--- src/sv/quadratic_residue_prng_defines.svh ---
// Assertion macros used by the RTL of the quadratic-residue generator.
`ifndef QUADRATIC_RESIDUE_PRNG_DEFINES_SVH
`define QUADRATIC_RESIDUE_PRNG_DEFINES_SVH

// Clocked check, muted while reset is applied.
`define QRP_ASSERT(label, prop, msg) \
  label: assert property (@(posedge clk) disable iff (!rst_n) prop) else $error(msg);

// Clocked check that also holds during reset.
`define QRP_ASSERT_ALWAYS(label, prop, msg) \
  label: assert property (@(posedge clk) prop) else $error(msg);

`endif

--- src/sv/qrp_pkg.sv ---
// Constants, codes and helpers of the quadratic-residue generator.
`timescale 1ns / 1ps
package qrp_pkg;

  localparam int NUM_OFFSETS = 8;
  localparam int MIX_PASSES  = 4;

  localparam int IDX_W  = (NUM_OFFSETS > 1) ? $clog2(NUM_OFFSETS) : 1;
  localparam int PASS_W = (MIX_PASSES > 1) ? $clog2(MIX_PASSES) : 1;

  localparam int WORD_W = 32;
  localparam int DRAW_W = 64;

  localparam logic [WORD_W-1:0] QR_PRIME   = 32'd4294967291;
  localparam logic [WORD_W-1:0] QR_HALF    = 32'd2147483645;
  localparam logic [WORD_W-1:0] QR_XOR_KEY = 32'h5bf03635;

  localparam logic [2:0] OP_SEED   = 3'd0;
  localparam logic [2:0] OP_MIX    = 3'd1;
  localparam logic [2:0] OP_GEN32  = 3'd2;
  localparam logic [2:0] OP_GEN32U = 3'd3;
  localparam logic [2:0] OP_GEN64  = 3'd4;
  localparam logic [2:0] OP_RANGE  = 3'd5;

  localparam int IN_DATA_W  = 168;
  localparam int OUT_DATA_W = 64;

  typedef logic [DRAW_W-1:0] draw_t;

endpackage

--- src/sv/qrp_div.sv ---
// Restoring divider, one quotient bit a cycle, remainder only.
`timescale 1ns / 1ps
module qrp_div (
  input  logic             clk,
  input  logic             rst_n,
  input  logic             start,
  input  qrp_pkg::draw_t   dividend,
  input  qrp_pkg::draw_t   divisor,
  output logic             done,
  output qrp_pkg::draw_t   remainder
);
  import qrp_pkg::*;

  localparam int CNT_W = $clog2(DRAW_W) + 1;

  logic              busy_r;
  logic [CNT_W-1:0]  cnt_r;
  draw_t             rem_r;
  draw_t             quo_r;
  draw_t             dsr_r;
  logic              done_r;
  logic [DRAW_W:0]   trial;
  logic [DRAW_W:0]   diff;

  assign trial = {rem_r, quo_r[DRAW_W-1]};
  assign diff  = trial - {1'b0, dsr_r};

  always_ff @(posedge clk) begin
    if (!rst_n) begin
      busy_r <= 1'b0;
      done_r <= 1'b0;
      cnt_r  <= '0;
    end else begin
      done_r <= busy_r && !start && (cnt_r == CNT_W'(1));
      if (start) begin
        busy_r <= 1'b1;
        cnt_r  <= CNT_W'(DRAW_W);
      end else if (busy_r) begin
        cnt_r <= cnt_r - 1'b1;
        if (cnt_r == CNT_W'(1)) begin
          busy_r <= 1'b0;
        end
      end
    end
  end

  // The partial remainder stays below the divisor, so 64 bits hold it.
  always_ff @(posedge clk) begin
    if (start) begin
      rem_r <= '0;
      quo_r <= dividend;
      dsr_r <= divisor;
    end else if (busy_r) begin
      rem_r <= diff[DRAW_W] ? trial[DRAW_W-1:0] : diff[DRAW_W-1:0];
      quo_r <= {quo_r[DRAW_W-2:0], 1'b0};
    end
  end

  assign done      = done_r;
  assign remainder = rem_r;

endmodule

--- src/sv/quadratic_residue_prng.sv ---
// Top level of the quadratic-residue permutation random generator.
//
//   channel | dir | handshake             | payload
//   --------+-----+-----------------------+-----------------------------------
//   in_     | in  | in_tvalid/in_tready   | op, seed_index, seed_word,
//           |     |                       | lower_bound, upper_bound
//   out_    | out | out_tvalid/out_tready | random_word
//
// A seed load writes the offset memory and leaves the FSM idle. Every keyed
// step passes through the shared square-and-reduce unit in S_MUL (square),
// then S_RED (fold mod 2^32-5 with the offset read back from the offset
// memory); a 32-bit draw runs one step per offset, a 64-bit draw two such
// chains, and a mix one chain per pass. A range draw also passes through the
// divider unless the range difference is zero. A result waits in S_OUT until
// the output register is free, then is loaded into it and the FSM goes idle.
// Reset (rst_n low, synchronous) zeroes the offsets through per-entry valid
// bits and clears the running value; no clearing pass is needed.
// One item is worked at a time; a finished result waits in the output
// register, and the next item is accepted while it waits.
`timescale 1ns / 1ps
`include "quadratic_residue_prng_defines.svh"
module quadratic_residue_prng (
  input  logic                             clk,
  input  logic                             rst_n,
  input  logic                             in_tvalid,
  output logic                             in_tready,
  // [2:0] op, [5:3] seed_index, [37:6] seed_word, [101:38] lower_bound,
  // [165:102] upper_bound, [167:166] zero
  input  logic [qrp_pkg::IN_DATA_W-1:0]    in_tdata,
  output logic                             out_tvalid,
  input  logic                             out_tready,
  // [63:0] random_word
  output logic [qrp_pkg::OUT_DATA_W-1:0]   out_tdata
);
  import qrp_pkg::*;

  localparam logic [2:0] S_IDLE = 3'd0;
  localparam logic [2:0] S_MUL  = 3'd1;
  localparam logic [2:0] S_RED  = 3'd2;
  localparam logic [2:0] S_DIV  = 3'd3;
  localparam logic [2:0] S_OUT  = 3'd4;

  // Unpack the input item.
  logic [2:0]        in_op;
  logic [2:0]        in_seed_index;
  logic [WORD_W-1:0] in_seed_word;
  draw_t             in_lower_bound;
  draw_t             in_upper_bound;

  assign in_op          = in_tdata[2:0];
  assign in_seed_index  = in_tdata[5:3];
  assign in_seed_word   = in_tdata[37:6];
  assign in_lower_bound = in_tdata[101:38];
  assign in_upper_bound = in_tdata[165:102];

  logic [2:0]        state_r;
  logic [2:0]        op_r;
  logic [IDX_W-1:0]  k_r;
  logic [PASS_W-1:0] pass_r;
  logic              carry_r;
  logic              second_r;
  logic [WORD_W-1:0] x_r;
  logic [WORD_W-1:0] run_r;
  logic [WORD_W-1:0] hi_r;
  draw_t             lower_r;
  draw_t             upper_r;
  draw_t             res_r;
  logic              ineg_r;
  logic              out_valid_r;
  draw_t             out_data_r;

  // Offset memory: one write port, one registered read port.
  logic [WORD_W-1:0] offs_mem [NUM_OFFSETS];
  logic [NUM_OFFSETS-1:0] vld_r;
  logic [WORD_W-1:0] rd_q_r;
  logic              rd_vld_r;
  logic              wr_en;
  logic [IDX_W-1:0]  wr_addr;
  logic [WORD_W-1:0] wr_data;
  logic [WORD_W-1:0] rd_data;

  always_ff @(posedge clk) begin
    if (wr_en) begin
      offs_mem[wr_addr] <= wr_data;
    end
    rd_q_r <= offs_mem[k_r];
  end

  always_ff @(posedge clk) begin
    if (!rst_n) begin
      vld_r    <= '0;
      rd_vld_r <= 1'b0;
    end else begin
      if (wr_en) begin
        vld_r[wr_addr] <= 1'b1;
      end
      rd_vld_r <= vld_r[k_r];
    end
  end

  // An entry never written reads as its reset value of zero.
  assign rd_data = rd_vld_r ? rd_q_r : '0;

  // Square and reduce mod 2^32-5: 2^32 is congruent to 5, so fold twice.
  logic [2*WORD_W-1:0] sq_r;
  logic                big_r;
  logic                upper_half_r;
  logic [35:0]         fold1;
  logic [32:0]         fold2;
  logic [32:0]         fold2_sub;
  logic [WORD_W-1:0]   res_mod;
  logic [WORD_W-1:0]   perm;
  logic [WORD_W-1:0]   new_x;
  logic [WORD_W-1:0]   off_inc;

  assign fold1     = {2'b00, sq_r[63:32], 2'b00} + {4'b0000, sq_r[63:32]}
                   + {4'b0000, sq_r[31:0]};
  assign fold2     = {27'd0, fold1[35:32], 2'b00} + {29'd0, fold1[35:32]}
                   + {1'b0, fold1[31:0]};
  assign fold2_sub = fold2 - {1'b0, QR_PRIME};
  assign res_mod   = fold2_sub[32] ? fold2[31:0] : fold2_sub[31:0];
  assign perm      = big_r ? x_r : (upper_half_r ? (QR_PRIME - res_mod) : res_mod);
  assign new_x     = (perm + rd_data) ^ QR_XOR_KEY;
  assign off_inc   = rd_data + 1'b1;

  logic last_k;
  logic last_pass;
  logic two_draws;
  assign last_k    = (k_r == IDX_W'(NUM_OFFSETS - 1));
  assign last_pass = (pass_r == PASS_W'(MIX_PASSES - 1));
  assign two_draws = (op_r == OP_GEN64) || (op_r == OP_RANGE);

  // Range arithmetic around the divider.
  draw_t diff_d;
  draw_t div_a;
  draw_t div_b;
  draw_t div_rem;
  draw_t u_draw;
  logic  div_start;
  logic  div_done;

  assign u_draw = {hi_r, new_x};
  assign diff_d = upper_r - lower_r + 1'b1;
  assign div_a  = u_draw[DRAW_W-1] ? (draw_t'(0) - u_draw) : u_draw;
  assign div_b  = diff_d[DRAW_W-1] ? (draw_t'(0) - diff_d) : diff_d;

  qrp_div u_div (
    .clk       (clk),
    .rst_n     (rst_n),
    .start     (div_start),
    .dividend  (div_a),
    .divisor   (div_b),
    .done      (div_done),
    .remainder (div_rem)
  );

  logic in_acc;
  logic out_free;
  logic seed_ok;
  logic draw_end;
  logic out_load;

  // Hold off the input while reset is applied.
  assign in_tready = rst_n && (state_r == S_IDLE);
  assign in_acc    = in_tvalid && in_tready;
  assign out_free  = !out_valid_r || out_tready;
  assign out_load  = (state_r == S_OUT) && out_free;
  assign seed_ok   = ({2'b00, in_seed_index} < 5'(NUM_OFFSETS));
  assign draw_end  = (state_r == S_RED) && last_k && (op_r != OP_MIX);

  assign div_start = draw_end && (op_r == OP_RANGE) && second_r && (diff_d != '0);

  // Write port: seed loads while idle, mix results and counter steps on reduce.
  always_comb begin
    wr_en   = 1'b0;
    wr_addr = k_r;
    wr_data = new_x;
    if (in_acc && (in_op == OP_SEED)) begin
      wr_en   = seed_ok;
      wr_addr = IDX_W'(in_seed_index);
      wr_data = in_seed_word;
    end else if (state_r == S_RED) begin
      case (op_r)
        OP_MIX: begin
          wr_en = 1'b1;
        end
        OP_GEN32, OP_GEN64, OP_RANGE: begin
          wr_en   = carry_r;
          wr_data = off_inc;
        end
        default: begin
          wr_en = 1'b0;
        end
      endcase
    end
  end

  always_ff @(posedge clk) begin
    if (!rst_n) begin
      state_r     <= S_IDLE;
      run_r       <= '0;
      out_valid_r <= 1'b0;
      k_r         <= '0;
      pass_r      <= '0;
      carry_r     <= 1'b1;
      second_r    <= 1'b0;
      op_r        <= OP_SEED;
    end else begin
      // Load a new result, or drop the one just taken.
      if (out_load) begin
        out_valid_r <= 1'b1;
      end else if (out_tready) begin
        out_valid_r <= 1'b0;
      end
      case (state_r)
        S_IDLE: begin
          if (in_acc) begin
            op_r     <= in_op;
            k_r      <= '0;
            pass_r   <= '0;
            carry_r  <= 1'b1;
            second_r <= 1'b0;
            x_r      <= (in_op == OP_MIX) ? '0 : run_r;
            lower_r  <= in_lower_bound;
            upper_r  <= in_upper_bound;
            case (in_op)
              OP_MIX: begin
                run_r   <= '0;
                state_r <= S_MUL;
              end
              OP_GEN32U: begin
                run_r   <= run_r + 1'b1;
                state_r <= S_MUL;
              end
              OP_GEN32, OP_GEN64, OP_RANGE: begin
                state_r <= S_MUL;
              end
              default: begin
                state_r <= S_IDLE;
              end
            endcase
          end
        end
        S_MUL: begin
          sq_r         <= x_r * x_r;
          big_r        <= (x_r >= QR_PRIME);
          upper_half_r <= (x_r > QR_HALF);
          state_r      <= S_RED;
        end
        S_RED: begin
          x_r <= new_x;
          k_r <= last_k ? '0 : (k_r + 1'b1);
          if (!last_k) begin
            state_r <= S_MUL;
            if (carry_r) begin
              carry_r <= (off_inc == '0);
            end
          end else if (op_r == OP_MIX) begin
            pass_r  <= pass_r + 1'b1;
            state_r <= last_pass ? S_IDLE : S_MUL;
          end else begin
            if (op_r != OP_GEN32U) begin
              run_r <= new_x;
            end
            if (two_draws && !second_r) begin
              // Hold the high word, restart the chain for the low word.
              second_r <= 1'b1;
              carry_r  <= 1'b1;
              hi_r     <= new_x;
              state_r  <= S_MUL;
            end else if (op_r == OP_RANGE) begin
              ineg_r <= u_draw[DRAW_W-1];
              if (diff_d == '0) begin
                res_r   <= u_draw;
                state_r <= S_OUT;
              end else begin
                state_r <= S_DIV;
              end
            end else if (op_r == OP_GEN64) begin
              res_r   <= u_draw;
              state_r <= S_OUT;
            end else begin
              res_r   <= {{WORD_W{1'b0}}, new_x};
              state_r <= S_OUT;
            end
          end
        end
        S_DIV: begin
          if (div_done) begin
            res_r   <= (ineg_r ? (draw_t'(0) - div_rem) : div_rem) + lower_r;
            state_r <= S_OUT;
          end
        end
        S_OUT: begin
          if (out_free) begin
            out_data_r <= res_r;
            state_r    <= S_IDLE;
          end
        end
        default: begin
          state_r <= S_IDLE;
        end
      endcase
    end
  end

  assign out_tvalid = out_valid_r;
  assign out_tdata  = out_data_r;

  logic op_has_result;
  assign op_has_result = op_r inside {OP_GEN32, OP_GEN32U, OP_GEN64, OP_RANGE};

  `QRP_ASSERT(a_red_after_mul, (state_r == S_RED) |-> ($past(state_r) == S_MUL), "lone reduce")
  `QRP_ASSERT(a_div_done_in_div, div_done |-> (state_r == S_DIV), "divider done outside divide")
  `QRP_ASSERT(a_out_only_result_ops, (state_r == S_OUT) |-> op_has_result, "result for no-result op")
  `QRP_ASSERT(a_seed_no_leave_idle, (in_acc && (in_op == OP_SEED)) |=> (state_r == S_IDLE), "seed left idle")

endmodule
--- config.mk ---
export PLATFORM = sky130hd
export DESIGN_NAME = quadratic_residue_prng
export DESIGN_NICKNAME = d
export VERILOG_FILES = /design/src/sv/qrp_pkg.sv /design/src/sv/qrp_div.sv /design/src/sv/quadratic_residue_prng.sv
export VERILOG_INCLUDE_DIRS = /design/src /design/src/sv
export SDC_FILE = /design/constraint.sdc
export NUM_CORES = 2
export LEC_CHECK = 0
export BUFFER_PORTS_ARGS = -buffer_cell sky130_fd_sc_hd__buf_2
export CORE_MARGIN = 4
export CORE_UTILIZATION = 65
export CTS_CLUSTER_DIAMETER = 30
export DETAILED_ROUTE_END_ITERATION = 6
export GPL_ROUTABILITY_DRIVEN = 0
export GPL_TIMING_DRIVEN = 0
export PLACE_DENSITY_LB_ADDON = 0.3
export SYNTH_ARGS = -nofsm -noshare
export SYNTH_HDL_FRONTEND = slang
export SYNTH_HIERARCHICAL = 1
export SYNTH_SLANG_ARGS = --single-unit
--- constraint.sdc ---
create_clock -name clk -period 14.7 [get_ports clk]
set_clock_uncertainty 0.05 [all_clocks]
set_input_delay 1.47 -clock clk [delete_from_list [all_inputs] [get_ports clk]]
set_output_delay 1.47 -clock clk [all_outputs]
set_load 0.05 [all_outputs]
---- Yosys cells after proc, flatten, opt, wreduce, memory -nomap -nowiden ----
Memory sizes are Yosys's and may differ from the RTL's. A register that Yosys moved wholly into a read port is not among the register bits.
Cells that the tools add are included.
W data, S select, Z words.
operators by class
  mux-type cells .......................... 74
  $lt $le $gt $ge ......................... 5
  bitwise logic cells ..................... 5
  equality and inequality tests ........... 31
  div/mod/pow operators ................... 0
  reductions and logical operators ........ 44
  shift operators ......................... 0
  multipliers ............................. 1
  add/subtract/negate cells ............... 19
operator list
  operator                  count
  $mux W64                  12
  $mux W32                  13
  $pmux W32 S2              3
  $sub A1 B64 Y64 const A   3
  $pmux W64 S2              1
  $sub A65 B64 Y65          1
  $add A32 B1 Y32 const B   2
  $add A64 B1 Y64 const B   1
  $add A64 B64 Y64          1
  $logic_not A64 Y1         1
  $mul A32 B32 Y64          1
  $reduce_bool A64 Y1       1
  $sub A64 B64 Y64          1
  $mux W63                  1
  $add A35 B32 Y36          1
  $add A34 B32 Y35          1
  $add A7 B32 Y33           1
  $mux W3                   11
  $sub A33 B32 Y33 const B  1
  $add A32 B32 Y32          1
  $ge A32 B32 Y1 const B    1
  $gt A32 B31 Y1 const B    1
  $logic_not A32 Y1         1
  $sub A32 B32 Y32 const A  1
  other kinds (42)          117
storage, ports and cells
  output and inout bits ................... 66
  bits of input ports ..................... 172
  ROM bits ................................ 0
  logic and storage cells ................. 208
  register bits ........................... 643
  memories kept ........................... 1
  bits in latches ......................... 0
  bits in writable memories ............... 256
memory list
  memory    words  width  read ports  clocked after Yosys merged registers in  write ports  line                          source
  offs_mem  8      32     1           1                                        1            quadratic_residue_prng.sv:73  logic [WORD_W-1:0] offs_mem [NUM_OFFSETS];

---- Depth between registers and ports, before layout ----
  depth in word-level cells ............... 17
  mapped depth ............................ 57

---- Cells and area by module ----
The synthesis kept the hierarchy.
by module, submodules not included
  module                  area an instance (um^2)  cells each  instances
  quadratic_residue_prng  75,488.6                 7,642       1
  qrp_div                 12,002.8                 1,231       1

---- Worst setup path before layout ----
No wires, ideal clock.
  kind .................................... flip-flop to flip-flop
  start point ............................. register sq_r[39]
  end point ............................... register u_div.quo_r[34] (data pin)
  clock period less this slack ............ 13.387 ns
  stages on the path, launching flop included .. 54
  slack ................................... 1.313 ns
  library setup time ...................... 0.260 ns
  arrival ................................. 13.077 ns
  cells stage by stage .................... edfxtp_1 > fa_1 > ha_1 > clkbuf_1 > and3_1 > a211o_1 > a22o_1 > a211o_1 > a31oi_1 > a21oi_1 > a21o_1 > a21o_1 > xor2_1 > fa_1 > fa_1 > a21o_1 > a21oi_1 > o21bai_1 > [... 18 more ...] > ha_1 > o21a_1 > o21ai_0 > a21oi_1 > nor2_1 > nor2_1 > a211oi_1 > o21bai_1 > a41o_1 > a2111oi_0 > nor2_1 > xnor2_1 > or4_1 > buf_1 > nor3_1 > nand2_1 > a311o_1 > mux2_2
between the ends
  cells in the longest elaborated chain, start to end .. 14
RTL lines
  item                      line                           source
  start: declaration        quadratic_residue_prng.sv:105  logic [2*WORD_W-1:0] sq_r;
  start signal: assignment  quadratic_residue_prng.sv:245  sq_r <= x_r * x_r;
  $add A34 B32 Y35 *        quadratic_residue_prng.sv:116  assign fold1 = {2'b00, sq_r[63:32], 2'b00} + {4'b0000, sq_r[63:32]}
  $add A35 B32 Y36 *        quadratic_residue_prng.sv:117  + {4'b0000, sq_r[31:0]};
  $add A6 B4 Y7             quadratic_residue_prng.sv:118  assign fold2 = {27'd0, fold1[35:32], 2'b00} + {29'd0, fold1[35:32]}
  $add A7 B32 Y33 *         quadratic_residue_prng.sv:119  + {1'b0, fold1[31:0]};
  $sub A33 B32 Y33          quadratic_residue_prng.sv:120  assign fold2_sub = fold2 - {1'b0, QR_PRIME};
  $mux W32 *                quadratic_residue_prng.sv:121  assign res_mod = fold2_sub[32] ? fold2[31:0] : fold2_sub[31:0];
  $sub A32 B32 Y32          quadratic_residue_prng.sv:122  assign perm = big_r ? x_r : (upper_half_r ? (QR_PRIME - res_mod) : res_mod);
  $mux W32 * (2 in series)  quadratic_residue_prng.sv:122
  $add A32 B32 Y32 *        quadratic_residue_prng.sv:123  assign new_x = (perm + rd_data) ^ QR_XOR_KEY;
  $not A17 Y17 (no line) *  -
  named net new_x[28]       quadratic_residue_prng.sv:113  logic [WORD_W-1:0] new_x;
  $sub A1 B64 Y64 *         quadratic_residue_prng.sv:144  assign div_a = u_draw[DRAW_W-1] ? (draw_t'(0) - u_draw) : u_draw;
  $mux W64 *                quadratic_residue_prng.sv:144
  named net div_a[34]       quadratic_residue_prng.sv:135  draw_t div_a;
  $mux W64 *                qrp_div.sv:49                  if (start) begin
  end signal: assignment    qrp_div.sv:51                  quo_r <= dividend;
  end signal: assignment    qrp_div.sv:55                  quo_r <= {quo_r[DRAW_W-2:0], 1'b0};
  end: declaration          qrp_div.sv:19                  draw_t quo_r;
Mark *: on every way through the listed nets, which the timed path passes. The rest lies on a longest branch.
A chain may end at the register's enable or synchronous reset.

---- Worst setup path after layout ----
  start point ............................. register sq_r[9]
  end point ............................... register u_div.quo_r[41] (data pin)
between the ends
  cells in the longest elaborated chain, start to end .. 13
RTL lines
  item                      line
  $add A35 B32 Y36 *        quadratic_residue_prng.sv:117
  $add A6 B4 Y7             quadratic_residue_prng.sv:118
  $add A7 B32 Y33 *         quadratic_residue_prng.sv:119
  $sub A33 B32 Y33          quadratic_residue_prng.sv:120
  $mux W32 *                quadratic_residue_prng.sv:121
  $sub A32 B32 Y32          quadratic_residue_prng.sv:122
  $mux W32 * (2 in series)  quadratic_residue_prng.sv:122
  $add A32 B32 Y32 *        quadratic_residue_prng.sv:123
  $not A17 Y17 (no line)    -
  $sub A1 B64 Y64 *         quadratic_residue_prng.sv:144
  $mux W64 *                quadratic_residue_prng.sv:144
  named net div_a[41]       quadratic_residue_prng.sv:135
  $mux W64 *                qrp_div.sv:49
Marked as above.

==> out/results.ini <==
[timing]
fmax_mhz=69.9
slew-limit-headroom_pct=-2.55
final-setup-viol-count=0
drv_slew=9
tns_ns=0
fin_hold_ws_ns=0.356
worst_pin_slew_ns=1.54
hold_viol_final=0
post-route-min-period_ns=14.31
fin_crit_sh_pct=97.3

[worst_setup_path]
crit_fanout=10
r2r-start=sq_r[9]
worstSetupPathType=flip-flop to flip-flop
slowest_stage=or4_4
rrSetupSlack_ns=0.39
cp-end-kind=flip-flop
cpPeakStageDelay_ns=0.63
ff2ff_path_depth=51
crit_required_ns=15.17
worstSetupStartpointType=flip-flop
worstPathArrival_ns=14.78
timing.rr.end=u_div/quo_r[41]

[finish]
mostFrequentLayoutCells=inv_1 (1235), nand2_1 (853), fa_1 (844)
mostFrequentLayoutCell=inv_1
syn_to_final_growth_pct=12.8
stdcell_count=11300
nets=10900
drive_gt1_share_pct=10.2

[logic_synthesis]
async_flop_share_pct=0
ys_ff_latch=930
synth-edff-count=770
postSynthAreaPerCell_um2=9.86
synth_area_um2=87500
synthCells=8873
ys.flop_type=edfxtp_1
syn_nets=10500
seq_area_frac_synth_pct=30.1
synth_cell_type_count=109
yosysWarningCount=6

[run_status]
violations=DRC, capacitance limit, slew limit
status=finished with violations

[floorplan]
die_area_um2=141000
die_h_um=375
fp.dieW_um=375
coreArea_um2=134000
start_util_pct=65.5
pin_count=238
rows=134

[clock_network]
clkTransAtPathRegs_ns=0.05
clock_latency_ns=0.87
ctsHtreeMaxLevel=4
cts-buffers-inserted=179
clockBufferDepth=3
cts_tree=built
cts.sinks=930
clockRootBuffer=clkbuf_16

[global_routing]
grt_pass1_vias=75000
grtUsageTotal_pct=41.6
gr-total-overflow=0
antenna_found_initial=33
grt_pass1_wl_um=442000
grt_max_degree=72

[placement]
dp_cells=10900
port_buffers=235
hpwlAfterDp_um=216000

[min_path]
min_to=out_tdata[33]
hold_class=flip-flop to flip-flop
hp-start=res_r[33]
hold_depth=0

[detailed_routing]
wl_per_cell_um=26.2
drc_errors=10
dr_total_vias=74700
viasPerCell=6.63
postRouteAntennaNets=0
drtPass1Iterations=7
postRouteWirelength_um=295000
drtIter0Drc=11000

[flow_run]
maxCapViolations=2

-- timing repair --
| item | 4_1_cts | 5_1_grt |
|---|---|---|
| pin swaps | 6 | 14 |
| gates resized for setup | 43 | 50 |
| buffers inserted | 7 | 12 |
| endpoints found under the setup margin | 98 | 89 |
| hold buffers | 0 | 0 |
-- critical path: cells and delay by family (launching register included) --
family	cells	cell delay, ns
flops	1	0.42
mux	1	0.28
simple gates	14	3.91
buf+inv	3	0.66
fa+ha+maj	6	2.43
compound gates	24	5.56
xor+xnor	3	0.69
-- layout make-up --
cell class / count / area, um2
buffer: 348 / 1390
antenna: 27 / 67.6
inverter: 1245 / 4670
clock inverter: 134 / 1880
clock buffer: 202 / 4720
sequential: 930 / 26300
tap: 1768 / 2210
multi-input combinational: 6346 / 55700
fill: 8745 / 35000
timing repair buffer: 276 / 1690
-- synthesized netlist by cell type (all sizes together), types with 27 or more instances --
cell,n,area share (%)
or3,56,0.43
a311oi,52,0.66
mux2,74,0.95
o21a,48,0.41
buf,49,0.29
o31ai,50,0.43
nor2b,69,0.49
nand4,82,0.59
nor3,139,0.81
ha,607,8.7
dfxtp,160,3.7
mux4,66,1.7
clkbuf,303,1.3
mux2i,27,0.31
and3,73,0.52
a31oi,58,0.43
nor4,54,0.47
nor2,532,2.3
and2,279,2.0
a21oi,449,2.6
nand2b,87,0.64
or2,30,0.21
o21bai,59,0.51
nand2,854,3.7
nand3,175,1.0
a211oi,60,0.51
xnor2,359,3.6
a21o,183,1.6
o21ai,374,2.1
xor2,172,1.7
edfxtp,770,26
fa,844,19
inv,1239,5.3
-- per-layer routing --
| metal | track usage [%] | vias to the layer above | part of all wire (%) |
|---|---|---|---|
| li1 | - | 31300 | - |
| met3 | 13.5 | 1832 | 14 |
| met5 | 0 | - | 0.056 |
| met4 | 34.0 | 26 | 10 |
| met2 | 63.3 | 5947 | 44 |
| met1 | 48.4 | 35600 | 32 |
-- registers in the layout (all words and copies together), names as in the netlist, 63 cells and up --
register / cells
offs_mem: 256
lower_r: 64
out_tdata: 64
res_r: 64
u_div/dsr_r: 64
u_div/quo_r: 64
u_div/remainder: 64
upper_r: 64
sq_r: 63
-- worst max-delay path by stage --
stage	startpoint	endpoint	slack, ns	cells after the start
2_1_floorplan	sq_r[39]	u_div/quo_r[34]	1.31	53
3_3_place_gp	sq_r[44]	u_div/quo_r[34]	-2.14	55
3_5_place_dp	sq_r[44]	u_div/quo_r[34]	-2.14	55
4_1_cts	sq_r[39]	u_div/quo_r[50]	0.01	54
5_1_grt	sq_r[39]	u_div/quo_r[62]	-0.02	51
6_report	sq_r[9]	u_div/quo_r[41]	0.39	51
-- cells by family after synthesis --
| logic type | share of synthesized area [%] |
|---|---|
| AOI/OAI and AO/OA | 12.4 |
| xor gates and xnor gates | 5.35 |
| adders and majority gates | 28.0 |
| buffers and inverters | 6.93 |
| DFF | 30.1 |
| muxes | 2.96 |
| and+or+nand+nor | 14.3 |
-- through the flow --
stage          util [%]  cell area (um2)  worst slack, ns
6_report           73.8            98700            0.390
3_3_place_gp       68.0            90900            -2.14
3_5_place_dp       68.4            91400            -2.14
2_1_floorplan         -            87500             1.31
5_1_grt            73.8            98600          -0.0237
4_1_cts            73.5            98300           0.0122
Power is left out: the tool's default activity adds up to more than one toggle a clock period on the data nets, which glitch-free logic cannot reach.
